==> src/hdl/tofrt_pkg.sv <==
// ----------------------------------------------------------------------------
// tofrt_pkg
// Constants and types for the time-of-flight ring trigger logic.
// ----------------------------------------------------------------------------
package tofrt_pkg;

  // default ring sizes
  localparam int BARREL_COUNTERS_DEF = 88;
  localparam int ENDCAP_CHANNELS_DEF = 48;

  // padded widths of the internal ring vectors
  localparam int BARREL_MAX = 128;
  localparam int ENDCAP_MAX = 64;

  // field widths
  localparam int LOW_W     = 64;
  localparam int HIGH_W    = 24;
  localparam int ENDCAP_W  = 48;
  localparam int SCINT_W   = 24;
  localparam int LAYER_W   = 2;

  // back-to-back windows
  localparam int BB_BARREL_MIN  = 38;
  localparam int BB_BARREL_SPAN = 13;
  localparam int BB_ENDCAP_MIN  = 20;
  localparam int BB_ENDCAP_SPAN = 9;

  // layer mode codes
  localparam logic [LAYER_W-1:0] LAYER_INNER = 2'd1;
  localparam logic [LAYER_W-1:0] LAYER_BOTH  = 2'd2;
  localparam logic [LAYER_W-1:0] LAYER_RESET = LAYER_BOTH;

  typedef struct packed {
    logic one;
    logic two;
  } cluster_flags_t;

endpackage

==> src/hdl/tofrt_if.sv <==
// ----------------------------------------------------------------------------
// tofrt_hits_if / tofrt_trig_if
// Valid/ready channels for event hit maps and trigger results.
// ----------------------------------------------------------------------------
interface tofrt_hits_if import tofrt_pkg::*; ();
  logic                valid;
  logic                ready;
  logic [LOW_W-1:0]    inner_low;
  logic [HIGH_W-1:0]   inner_high;
  logic [LOW_W-1:0]    outer_low;
  logic [HIGH_W-1:0]   outer_high;
  logic [ENDCAP_W-1:0] east_hits;
  logic [ENDCAP_W-1:0] west_hits;

  modport source (
    output valid, inner_low, inner_high, outer_low, outer_high, east_hits, west_hits,
    input  ready
  );
  modport sink (
    input  valid, inner_low, inner_high, outer_low, outer_high, east_hits, west_hits,
    output ready
  );
endinterface

interface tofrt_trig_if import tofrt_pkg::*; ();
  logic               valid;
  logic               ready;
  logic               barrel_one;
  logic               barrel_two;
  logic               endcap_one;
  logic               endcap_two;
  logic               any_one;
  logic               barrel_back_to_back;
  logic               endcap_back_to_back;
  logic [LOW_W-1:0]   barrel_pos_low;
  logic [HIGH_W-1:0]  barrel_pos_high;
  logic [SCINT_W-1:0] east_scint;
  logic [SCINT_W-1:0] west_scint;

  modport source (
    output valid, barrel_one, barrel_two, endcap_one, endcap_two, any_one,
           barrel_back_to_back, endcap_back_to_back, barrel_pos_low, barrel_pos_high,
           east_scint, west_scint,
    input  ready
  );
  modport sink (
    input  valid, barrel_one, barrel_two, endcap_one, endcap_two, any_one,
           barrel_back_to_back, endcap_back_to_back, barrel_pos_low, barrel_pos_high,
           east_scint, west_scint,
    output ready
  );
endinterface

==> src/hdl/tof_ring_trigger_logic_unit.sv <==
// ----------------------------------------------------------------------------
// tof_ring_trigger_logic_unit
// Time-of-flight ring trigger: merges barrel layers, flags clusters and
// back-to-back topologies, and maps endcap channels onto scintillators.
//
//   channel  dir  handshake      content
//   hits     in   valid/ready    inner, outer, east, west hit maps
//   trig     out  valid/ready    trigger flags, barrel positions, scint maps
//   cfg      in   cfg_we         layer_mode, written when cfg_we is high
//
// One event per clock while the result is not stalled; a taken request passes the
// input register, then the result register, with the decision logic between.
// Reset (rst, synchronous) empties both stages and sets layer_mode to 2.
// A stalled result holds in place; the input stage keeps taking requests
// until both stages are full.
// ----------------------------------------------------------------------------
module tof_ring_trigger_logic_unit import tofrt_pkg::*; #(
  parameter int BARREL_COUNTERS = BARREL_COUNTERS_DEF,
  parameter int ENDCAP_CHANNELS = ENDCAP_CHANNELS_DEF
) (
  input  logic               clk,
  input  logic               rst,
  input  logic               cfg_we,
  input  logic [LAYER_W-1:0] cfg_data,
  tofrt_hits_if.sink         hits,
  tofrt_trig_if.source       trig
);

  localparam int NB = BARREL_COUNTERS;
  localparam int NE = ENDCAP_CHANNELS;

  logic [LAYER_W-1:0] layer_mode;

  // input stage
  logic                s1_valid;
  logic [LOW_W-1:0]    s1_inner_low;
  logic [HIGH_W-1:0]   s1_inner_high;
  logic [LOW_W-1:0]    s1_outer_low;
  logic [HIGH_W-1:0]   s1_outer_high;
  logic [ENDCAP_W-1:0] s1_east;
  logic [ENDCAP_W-1:0] s1_west;
  logic                s1_adv;
  logic                out_free;

  // decision logic
  logic [BARREL_MAX-1:0] inner_wide;
  logic [BARREL_MAX-1:0] outer_wide;
  logic [NB-1:0]         inner_ring;
  logic [NB-1:0]         outer_ring;
  logic [2*NB-1:0]       outer_dbl;
  logic [NB-1:0]         pos;
  logic [BARREL_MAX-1:0] pos_wide;
  logic [ENDCAP_MAX-1:0] east_wide;
  logic [ENDCAP_MAX-1:0] west_wide;
  logic [NE-1:0]         east_ring;
  logic [NE-1:0]         west_ring;
  logic [ENDCAP_MAX-1:0] east_map;
  logic [ENDCAP_MAX-1:0] west_map;
  logic [SCINT_W-1:0]    east_scint_next;
  logic [SCINT_W-1:0]    west_scint_next;
  cluster_flags_t        barrel_cl;
  cluster_flags_t        east_cl;
  cluster_flags_t        west_cl;
  logic                  barrel_b2b;
  logic                  endcap_b2b;
  logic                  endcap_one_next;
  logic                  endcap_two_next;

  assign out_free   = !trig.valid || trig.ready;
  assign s1_adv     = s1_valid && out_free;
  assign hits.ready = !s1_valid || out_free;

  // bits beyond the ring sizes are dropped
  assign inner_wide = BARREL_MAX'({s1_inner_high, s1_inner_low});
  assign outer_wide = BARREL_MAX'({s1_outer_high, s1_outer_low});
  assign inner_ring = inner_wide[NB-1:0];
  assign outer_ring = outer_wide[NB-1:0];
  assign outer_dbl  = {outer_ring, outer_ring};
  assign east_wide  = ENDCAP_MAX'(s1_east);
  assign west_wide  = ENDCAP_MAX'(s1_west);
  assign east_ring  = east_wide[NE-1:0];
  assign west_ring  = west_wide[NE-1:0];

  always_comb begin
    case (layer_mode)
      LAYER_INNER: pos = inner_ring;
      // outer counter i+1 overlaps barrel position i
      LAYER_BOTH:  pos = inner_ring | outer_ring | outer_dbl[NB:1];
      default:     pos = '0;
    endcase
  end

  assign pos_wide = BARREL_MAX'(pos);
  assign east_map = ENDCAP_MAX'(east_ring);
  assign west_map = ENDCAP_MAX'(west_ring);

  always_comb begin
    for (int k = 0; k < SCINT_W; k++) begin
      east_scint_next[k] = east_map[2*k] | east_map[2*k+1];
      west_scint_next[k] = west_map[2*k] | west_map[2*k+1];
    end
  end

  tofrt_cluster #(.N(NB)) u_barrel_cl (.ring(pos),       .flags(barrel_cl));
  tofrt_cluster #(.N(NE)) u_east_cl   (.ring(east_ring), .flags(east_cl));
  tofrt_cluster #(.N(NE)) u_west_cl   (.ring(west_ring), .flags(west_cl));

  tofrt_b2b #(.N(NB), .MIN(BB_BARREL_MIN), .SPAN(BB_BARREL_SPAN)) u_barrel_b2b (
    .anchor  (pos),
    .partner (pos),
    .flag    (barrel_b2b)
  );

  tofrt_b2b #(.N(NE), .MIN(BB_ENDCAP_MIN), .SPAN(BB_ENDCAP_SPAN)) u_endcap_b2b (
    .anchor  (west_ring),
    .partner (east_ring),
    .flag    (endcap_b2b)
  );

  // summed count reaches two from either ring alone or one from each
  assign endcap_one_next = east_cl.one | west_cl.one;
  assign endcap_two_next = east_cl.two | west_cl.two | (east_cl.one & west_cl.one);

  always_ff @(posedge clk) begin
    if (rst) begin
      layer_mode <= LAYER_RESET;
      s1_valid   <= 1'b0;
      trig.valid <= 1'b0;
    end else begin
      if (cfg_we) begin
        layer_mode <= cfg_data;
      end
      if (hits.ready) begin
        s1_valid <= hits.valid;
      end
      if (out_free) begin
        trig.valid <= s1_valid;
      end
    end
  end

  // payload: capture on accept, hold otherwise
  always_ff @(posedge clk) begin
    if (hits.valid && hits.ready) begin
      s1_inner_low  <= hits.inner_low;
      s1_inner_high <= hits.inner_high;
      s1_outer_low  <= hits.outer_low;
      s1_outer_high <= hits.outer_high;
      s1_east       <= hits.east_hits;
      s1_west       <= hits.west_hits;
    end
    if (s1_adv) begin
      trig.barrel_one          <= barrel_cl.one;
      trig.barrel_two          <= barrel_cl.two;
      trig.endcap_one          <= endcap_one_next;
      trig.endcap_two          <= endcap_two_next;
      trig.any_one             <= barrel_cl.one | endcap_one_next;
      trig.barrel_back_to_back <= barrel_b2b;
      trig.endcap_back_to_back <= endcap_b2b;
      trig.barrel_pos_low      <= pos_wide[LOW_W-1:0];
      trig.barrel_pos_high     <= pos_wide[LOW_W+HIGH_W-1:LOW_W];
      trig.east_scint          <= east_scint_next;
      trig.west_scint          <= west_scint_next;
    end
  end

endmodule

==> src/hdl/tofrt_cluster.sv <==
// ----------------------------------------------------------------------------
// tofrt_cluster
// Cluster flags on a circular hit ring: at least one and at least two starts.
// ----------------------------------------------------------------------------
module tofrt_cluster import tofrt_pkg::*; #(
  parameter int N = BARREL_COUNTERS_DEF
) (
  input  logic [N-1:0]   ring,
  output cluster_flags_t flags
);

  logic [2*N-1:0] dbl;
  logic [N-1:0]   pred;
  logic [N-1:0]   starts;

  // predecessor of position i is i-1, position 0 looks at the last one
  assign dbl    = {ring, ring};
  assign pred   = dbl[2*N-2:N-1];
  assign starts = ring & ~pred;

  // clearing the lowest start leaves something only if there were two
  assign flags.one = |starts;
  assign flags.two = |(starts & (starts - N'(1)));

endmodule

==> src/hdl/tofrt_b2b.sv <==
// ----------------------------------------------------------------------------
// tofrt_b2b
// Back-to-back search: an anchor hit with a partner hit MIN to MIN+SPAN-1
// positions further round the ring.
// ----------------------------------------------------------------------------
module tofrt_b2b import tofrt_pkg::*; #(
  parameter int N    = BARREL_COUNTERS_DEF,
  parameter int MIN  = BB_BARREL_MIN,
  parameter int SPAN = BB_BARREL_SPAN
) (
  input  logic [N-1:0] anchor,
  input  logic [N-1:0] partner,
  output logic         flag
);

  logic [2*N-1:0] dbl;
  logic [N-1:0]   near [SPAN];
  logic [N-1:0]   reach;

  assign dbl = {partner, partner};

  // near[k][i] is partner[(i + MIN + k) mod N]
  for (genvar k = 0; k < SPAN; k++) begin : g_rot
    localparam int SH = (MIN + k) % N;
    assign near[k] = dbl[SH+N-1:SH];
  end

  always_comb begin
    reach = '0;
    for (int k = 0; k < SPAN; k++) begin
      reach = reach | near[k];
    end
  end

  assign flag = |(anchor & reach);

endmodule

==> src/flat_wrapper.sv <==
// flat-port wrapper written by rule: the top's interface ports become plain ports
module tof_ring_trigger_logic_unit_flat import tofrt_pkg::*;
#(
  parameter int BARREL_COUNTERS = BARREL_COUNTERS_DEF,
  parameter int ENDCAP_CHANNELS = ENDCAP_CHANNELS_DEF
)
  (clk, rst, cfg_we, cfg_data, hits_valid, hits_inner_low, hits_inner_high, hits_outer_low, hits_outer_high, hits_east_hits, hits_west_hits, hits_ready, trig_valid, trig_barrel_one, trig_barrel_two, trig_endcap_one, trig_endcap_two, trig_any_one, trig_barrel_back_to_back, trig_endcap_back_to_back, trig_barrel_pos_low, trig_barrel_pos_high, trig_east_scint, trig_west_scint, trig_ready);
  tofrt_hits_if hits_i ();
  tofrt_trig_if trig_i ();
  input  logic clk;
  input  logic rst;
  input  logic cfg_we;
  input  logic [LAYER_W-1:0] cfg_data;
  input wire logic [$bits(hits_i.valid)-1:0] hits_valid;
  input wire logic [$bits(hits_i.inner_low)-1:0] hits_inner_low;
  input wire logic [$bits(hits_i.inner_high)-1:0] hits_inner_high;
  input wire logic [$bits(hits_i.outer_low)-1:0] hits_outer_low;
  input wire logic [$bits(hits_i.outer_high)-1:0] hits_outer_high;
  input wire logic [$bits(hits_i.east_hits)-1:0] hits_east_hits;
  input wire logic [$bits(hits_i.west_hits)-1:0] hits_west_hits;
  output wire logic [$bits(hits_i.ready)-1:0] hits_ready;
  output wire logic [$bits(trig_i.valid)-1:0] trig_valid;
  output wire logic [$bits(trig_i.barrel_one)-1:0] trig_barrel_one;
  output wire logic [$bits(trig_i.barrel_two)-1:0] trig_barrel_two;
  output wire logic [$bits(trig_i.endcap_one)-1:0] trig_endcap_one;
  output wire logic [$bits(trig_i.endcap_two)-1:0] trig_endcap_two;
  output wire logic [$bits(trig_i.any_one)-1:0] trig_any_one;
  output wire logic [$bits(trig_i.barrel_back_to_back)-1:0] trig_barrel_back_to_back;
  output wire logic [$bits(trig_i.endcap_back_to_back)-1:0] trig_endcap_back_to_back;
  output wire logic [$bits(trig_i.barrel_pos_low)-1:0] trig_barrel_pos_low;
  output wire logic [$bits(trig_i.barrel_pos_high)-1:0] trig_barrel_pos_high;
  output wire logic [$bits(trig_i.east_scint)-1:0] trig_east_scint;
  output wire logic [$bits(trig_i.west_scint)-1:0] trig_west_scint;
  input wire logic [$bits(trig_i.ready)-1:0] trig_ready;
  assign hits_i.valid = hits_valid;
  assign hits_i.inner_low = hits_inner_low;
  assign hits_i.inner_high = hits_inner_high;
  assign hits_i.outer_low = hits_outer_low;
  assign hits_i.outer_high = hits_outer_high;
  assign hits_i.east_hits = hits_east_hits;
  assign hits_i.west_hits = hits_west_hits;
  assign hits_ready = hits_i.ready;
  assign trig_valid = trig_i.valid;
  assign trig_barrel_one = trig_i.barrel_one;
  assign trig_barrel_two = trig_i.barrel_two;
  assign trig_endcap_one = trig_i.endcap_one;
  assign trig_endcap_two = trig_i.endcap_two;
  assign trig_any_one = trig_i.any_one;
  assign trig_barrel_back_to_back = trig_i.barrel_back_to_back;
  assign trig_endcap_back_to_back = trig_i.endcap_back_to_back;
  assign trig_barrel_pos_low = trig_i.barrel_pos_low;
  assign trig_barrel_pos_high = trig_i.barrel_pos_high;
  assign trig_east_scint = trig_i.east_scint;
  assign trig_west_scint = trig_i.west_scint;
  assign trig_i.ready = trig_ready;
  tof_ring_trigger_logic_unit #(.BARREL_COUNTERS(BARREL_COUNTERS), .ENDCAP_CHANNELS(ENDCAP_CHANNELS)) u_core (.clk(clk), .rst(rst), .cfg_we(cfg_we), .cfg_data(cfg_data), .hits(hits_i), .trig(trig_i));
endmodule
==> config.mk <==
export PLATFORM = sky130hd
export DESIGN_NAME = tof_ring_trigger_logic_unit_flat
export DESIGN_NICKNAME = d
export VERILOG_FILES = /design/src/hdl/tofrt_pkg.sv /design/src/hdl/tofrt_if.sv /design/src/hdl/tof_ring_trigger_logic_unit.sv /design/src/hdl/tofrt_cluster.sv /design/src/hdl/tofrt_b2b.sv /design/src/flat_wrapper.sv
export SDC_FILE = /design/constraint.sdc
export NUM_CORES = 1
export LEC_CHECK = 0
export ABC_AREA = 0
export BUFFER_PORTS_ARGS = -buffer_cell sky130_fd_sc_hd__buf_4
export CAP_MARGIN = 25
export CORE_MARGIN = 1
export CORE_UTILIZATION = 45
export CTS_BUF_LIST = sky130_fd_sc_hd__clkbuf_4 sky130_fd_sc_hd__clkbuf_8 sky130_fd_sc_hd__clkbuf_16
export CTS_CLUSTER_DIAMETER = 100
export DETAILED_ROUTE_END_ITERATION = 10
export PLACE_DENSITY_LB_ADDON = 0.15
export SETUP_SLACK_MARGIN = 0.4
export SYNTH_ARGS = -nofsm -noshare
export SYNTH_HDL_FRONTEND = slang
export SYNTH_SLANG_ARGS = --single-unit
==> constraint.sdc <==
create_clock -name clk -period 12.25 [get_ports clk]
set_input_delay 1.8375 -clock clk [delete_from_list [all_inputs] [get_ports clk]]
set_output_delay 1.8375 -clock clk [all_outputs]
set_load 0.01 [all_outputs]
## Word-level counts from Yosys, hierarchy flattened

Cells that the tools add are included.

| cells by class | value |
|---|---|
| add/sub/neg operators | 3 |
| eq/ne operators | 2 |
| multiplexer cells | 1 |
| bitwise gates (word level) | 86 |
| reduce and logical (&&, ||, !) cells | 14 |

Operators by type and width:

| operator | count |
|---|---|
| bitwise OR 88 bit | 14 |
| bitwise OR 48 bit | 8 |
| bitwise AND 88 bit | 3 |
| OR reduction 88 bit | 3 |
| bitwise AND 48 bit | 5 |
| OR reduction 48 bit | 5 |
| case mux 88 bit (2 select lines) | 1 |
| NOT 48 bit | 2 |
| subtractor 48 x 1 -> 48 bit, second input constant | 2 |
| NOT 88 bit | 1 |
| subtractor 88 x 1 -> 88 bit, second input constant | 1 |
| bitwise OR 1 bit | 52 |
| equality test 2 x 1 -> 1 bit, second input constant | 1 |
| equality test 2 bit, second input constant | 1 |
| logical AND 1 bit | 2 |
| logical NOT 1 bit | 2 |
| logical OR 1 bit | 2 |
| bitwise AND 1 bit | 1 |

| word-level totals | value |
|---|---|
| register bits | 419 |
| logic and storage cells | 126 |

## Depth between registers and ports, before layout

| logic depth | value |
|---|---|
| word-level depth | 17 |
| depth in mapped cells | 17 |
| gate-level depth less buffers | 13 |

## Modules after synthesis

Synthesis repeated with hierarchy kept, for this count alone.

| second synthesis, totals | value |
|---|---|
| cells, all modules | 1837 |
| area, all modules | 21531.9 µm² |

Modules (own cells, without submodules):

| module | instances | cells each | area each (µm²) | sequential area each (µm²) |
|---|---|---|---|---|
| tof_ring_trigger_logic_unit | 1 | 781 | 14699.1 | 12542.0 |
| tofrt_cluster (u_core.u_barrel_cl) | 1 | 393 | 2417.3 | 0.0 |
| tofrt_cluster (u_core.u_east_cl ...) | 2 | 174 | 1099.8 | 0.0 |
| tofrt_b2b (u_core.u_barrel_b2b) | 1 | 214 | 1497.7 | 0.0 |
| tofrt_b2b (u_core.u_endcap_b2b) | 1 | 101 | 718.2 | 0.0 |

## Worst setup path before layout

Ideal clock, no wire load.

| timing | value |
|---|---|
| path type | input -> register |
| from | input trig_ready |
| to | register u_core.s1_east[0] (netlist: u_core.east_ring[0]) (enable) |
| setup time | 0.669 ns |
| arrival | 8.244 ns |
| required time | 11.581 ns |
| path slack | 3.337 ns |
| stages on the path | 3 |
| path buffers | 0 |
| cell sequence | nor2b_1 > nand2_1 > and2_1 |

| between the ends | value |
|---|---|
| word-level cells in the longest chain between the ends | 3 |

Ends and longest elaborated chain:

| what | line | source |
|---|---|---|
| start, declared | flat_wrapper.sv:34 | `input wire logic [$bits(trig_i.ready)-1:0] trig_ready;` |
| logical OR 1 bit | tof_ring_trigger_logic_unit.sv:69 | `assign out_free = !trig.valid \|\| trig.ready;` |
| logical OR 1 bit | tof_ring_trigger_logic_unit.sv:71 | `assign hits.ready = !s1_valid \|\| out_free;` |
| named net hits_ready | flat_wrapper.sv:21 | `output wire logic [$bits(hits_i.ready)-1:0] hits_ready;` |
| logical AND 1 bit | tof_ring_trigger_logic_unit.sv:144 | `if (hits.valid && hits.ready) begin` |
| end signal, assigned | tof_ring_trigger_logic_unit.sv:149 | `s1_east <= hits.east_hits;` |
| end, declared | tof_ring_trigger_logic_unit.sv:40 | `logic [ENDCAP_W-1:0] s1_east;` |

The timed path passes the listed nets, and every way through them passes these cells.
A chain may end at the register's enable or synchronous reset.

==> results by group <==
STA
  – Post-layout min period: between 5 and 6 ns
  – Slew headroom: 0.2952
  – Setup violators final: 0
  – Worst Skew: 0.02047 ns
  – Final hold vios: 0
  – Period utilization: 0.4409
  – Setup TNS: 0 ns
  – RSZ-0062 raised after global routing: false
  – Max Slew Vio Count: 0
  – PnR worst setup slack: 6.849 ns
  – Measured slew at the worst slew-check pin: between 1 and 1.5 ns
  – F_max: 185.2 MHz

Floorplan
  – Die W: approximately 220 um
  – Die area: 47870 um2
  – DIE HEIGHT: between 200 and 250 um
  – I/O pin total: approximately 420
  – Initial Util: 0.4553
  – Total core area: around 46000 um2
  – Row Count: 79

Clock tree
  – CTS Sinks: 419
  – Clock latency on the worst-skew pair: ~0.60 ns
  – CTS Buffer Depth: 3
  – Post-cts resize count: 0
  – H-tree depth: 2
  – Clock slew at reported path FFs: 0.06 ns
  – CTS buffer count: 44
  – Setup bufs post-CTS: 0
  – Clock root buffer: clkbuf_16
  – CTS tree: yes
  – Hold buffer count at CTS: 0

Placed design
  – Cell count after placement: slightly below 3000
  – Placement Setup Slack: roughly 7 ns
  – GPL Wtd Cong: 1.047
  – Detailed placement HPWL: ~70000 um
  – Port bufs: ~420

Route
  – Residual DRC count: 0
  – DRT iter0 DRCs: ~2300
  – Final wirelength: ~89000 um
  – DR WL/cell: 29.83 um
  – Vias after detailed routing: roughly 19000
  – Detailed-router iteration count before antenna repair: 6
  – Routed Antenna Nets: 0
  – Vias per cell: around 6.4

Synth
  – Main combinational cell family by area after synthesis: simple AND/OR/NAND/NOR gates
  – Synth cell count leaders: edfxtp_1 (415), nor2_1 (209), nand2_1 (163), o21ai_0 (145), a21oi_1 (117)
  – Synth Area in Adders: 0.002130
  – Post-synthesis sequential area ratio: 0.5930
  – Yosys top cell area share: 0.5892
  – Mux contribution to synthesized area: 0.01219
  – Dominant synthesized flop cell: edfxtp_1
  – Ys Warns: 0
  – Post-synth EDFFs: slightly above 400
  – Top cells by area, synth: edfxtp_1 (59%), nor2_1 (3.7%), o21ai_0 (3.4%)
  – Synth Area in XOR/XNOR: 0
  – Count leader, synth: edfxtp_1
  – Syn_nets: around 2200
  – Area leader, netlist: edfxtp_1
  – Synth Area in Simple Gates: 0.1885
  – Mapped cell area: approximately 21000 um2
  – Mean Syn Cell Area: 11.06 um2
  – Syn Inst Count: between 1500 and 2000
  – Yosys reg bits: 419
  – Compound-Gate Fraction of Synth Area: 0.1806
  – Post-synth cell types: 99
  – Async S/R FF share, synth: 0

Power
  – Power Dens Cells: 148.5 nW/um2
  – Total power: just under 0.004 W
  – Cell leakage power: 9.587 nW
  – Peak supply drop: roughly 0.13 mV

Hold path
  – Hold depth: 2
  – Worst min path class: reg2reg

Global routing
  – First-pass GRT wire length: about 120000 um
  – Largest net degree at the start of global routing: 90
  – GR Overflow Total: 0
  – Vias in the first global route: 18330
  – All-Layer GR Usage: 0.3670
  – Antenna violations before repair: 1

Worst setup path
  – R2R setup slack: just under 7 ns
  – Worst Setup End Kind: flop
  – Critical path type: reg2reg
  – Required time worst endpoint: roughly 13 ns
  – Maximum fanout along the worst path: 65
  – Crit path DAT: 5.70 ns
  – Crit path launch type: flop
  – Worst-case reg-to-reg path depth: 14

Layout
  – P&R area growth vs syn: 25.17%
  – Post-Route Utilization: 0.5699
  – Final nets: ~2600
  – Number of diodes: 0
  – Fin cells: around 3000
  – Fraction of layout cells with a size suffix above 1: 0.2613

Flow run
  – # Max-Cap Violations: 0

Status
  – Status: finished clean
critical path: stages, from the launching register on:
cell	delay, ns
dfxtp_1	0.37
inv_1	0.09
ha_4	0.71
buf_4	0.66
buf_4	0.62
or3_1	0.31
o22ai_1	0.13
o21bai_1	0.24
nor3_1	0.27
nand4_2	0.26
nor2_1	0.35
nor2_1	0.08
or3_1	0.37
nor4_1	0.37
nand4b_1	0.20
power by group:
group	total (W)	leakage (nW)	switching [W]	internal, W
combinational	0.000852	4.89	0.000578	0.000274
clock	0.00133	0.708	0.000566	0.000763
sequential	0.00175	3.99	0.0000661	0.00168
total	0.00393	9.59	0.00121	0.00272
final timing paths:
check / to / from
worst max-delay path: u_core.trig.barrel_two$_DFFE_PP_ / u_core.layer_mode[0]$_SDFFE_PP0P_
worst min-delay path: u_core.trig.valid$_SDFFE_PP0P_ / u_core.s1_valid$_SDFFE_PP0N_
worst max register to register: u_core.trig.barrel_two$_DFFE_PP_ / u_core.layer_mode[0]$_SDFFE_PP0P_
worst min register to register: u_core.trig.valid$_SDFFE_PP0P_ / u_core.s1_valid$_SDFFE_PP0N_
per-layer routing:
layer / vias to the layer above / wire length [um] / global-route usage
li1: 8347 / - / -
met1: 9168 / 32740 / 0.4375
met2: 1266 / 43880 / 0.6287
met3: 300 / 7088 / 0.05918
met4: 0 / 5753 / 0.2097
met5: - / 0 / 0
kinds of logic (layout without fill, tap and decap cells):
kind of cell               Yosys count  after routing
and+or+nand+nor                    788            788
adders and majority gates            4              4
DFF                                419            419
buffers and inverters              101            580
AOI/OAI and AO/OA                  576            576
muxes                               25             25
cell type report:
type                       count  area [um2]
timing repair buffer         451        3406
clock buffer                  54        1194
clock inverter                26       239.0
sequential                   419       12540
tap                          607       759.5
inverter                      49       183.9
fill                        3951       19980
multi-input combinational   1393        8150
per-stage QoR:
| stage | hold slack, ns | cell area (um2) |
|---|---|---|
| finish | 0.5348 | 26470 |
| global route | 0.5500 | 26470 |
| CTS | 0.5277 | 26450 |
| detailed placement | 0.5070 | 25010 |
| global placement | 0.5026 | 25010 |
| floorplan | 0.4778 | 21150 |
layout by cell type (no fill, tap or decap), types with 14 or more instances in the layout:
cell	n
a21oi_2	17
o31ai_1	26
o21a_1	30
o41ai_1	14
nand3_1	53
o22ai_1	16
inv_1	48
and2_1	23
or2_1	19
nand2b_1	27
nand2_1	163
nor3_1	82
a31oi_1	39
o31a_1	19
mux2i_1	19
nor2b_1	20
a22oi_1	18
buf_4	450
o21ai_0	145
nor2_1	209
a21oi_1	117
nand4_1	40
or3_1	19
clkbuf_16	45
or2_2	43
edfxtp_1	415
nor4_1	23
flip-flops by register name (all words and copies together) (netlist names):
name,cells
u_core.s1_valid,1
u_core.trig.barrel_one,1
u_core.layer_mode,2
u_core.s1_outer_high,24
u_core.trig.barrel_pos_high,24
u_core.trig.endcap_two,1
u_core.trig.valid,1
u_core.trig.barrel_pos_low,64
u_core.east_ring,48
u_core.s1_west,48
u_core.trig.any_one,1
u_core.s1_inner_low,64
u_core.trig.west_scint,24
u_core.trig.endcap_one,1
u_core.trig.east_scint,24
u_core.s1_outer_low,64
u_core.trig.barrel_two,1
u_core.trig.endcap_back_to_back,1
u_core.s1_inner_high,24
u_core.trig.barrel_back_to_back,1
(Power assumes the default switching activity.)
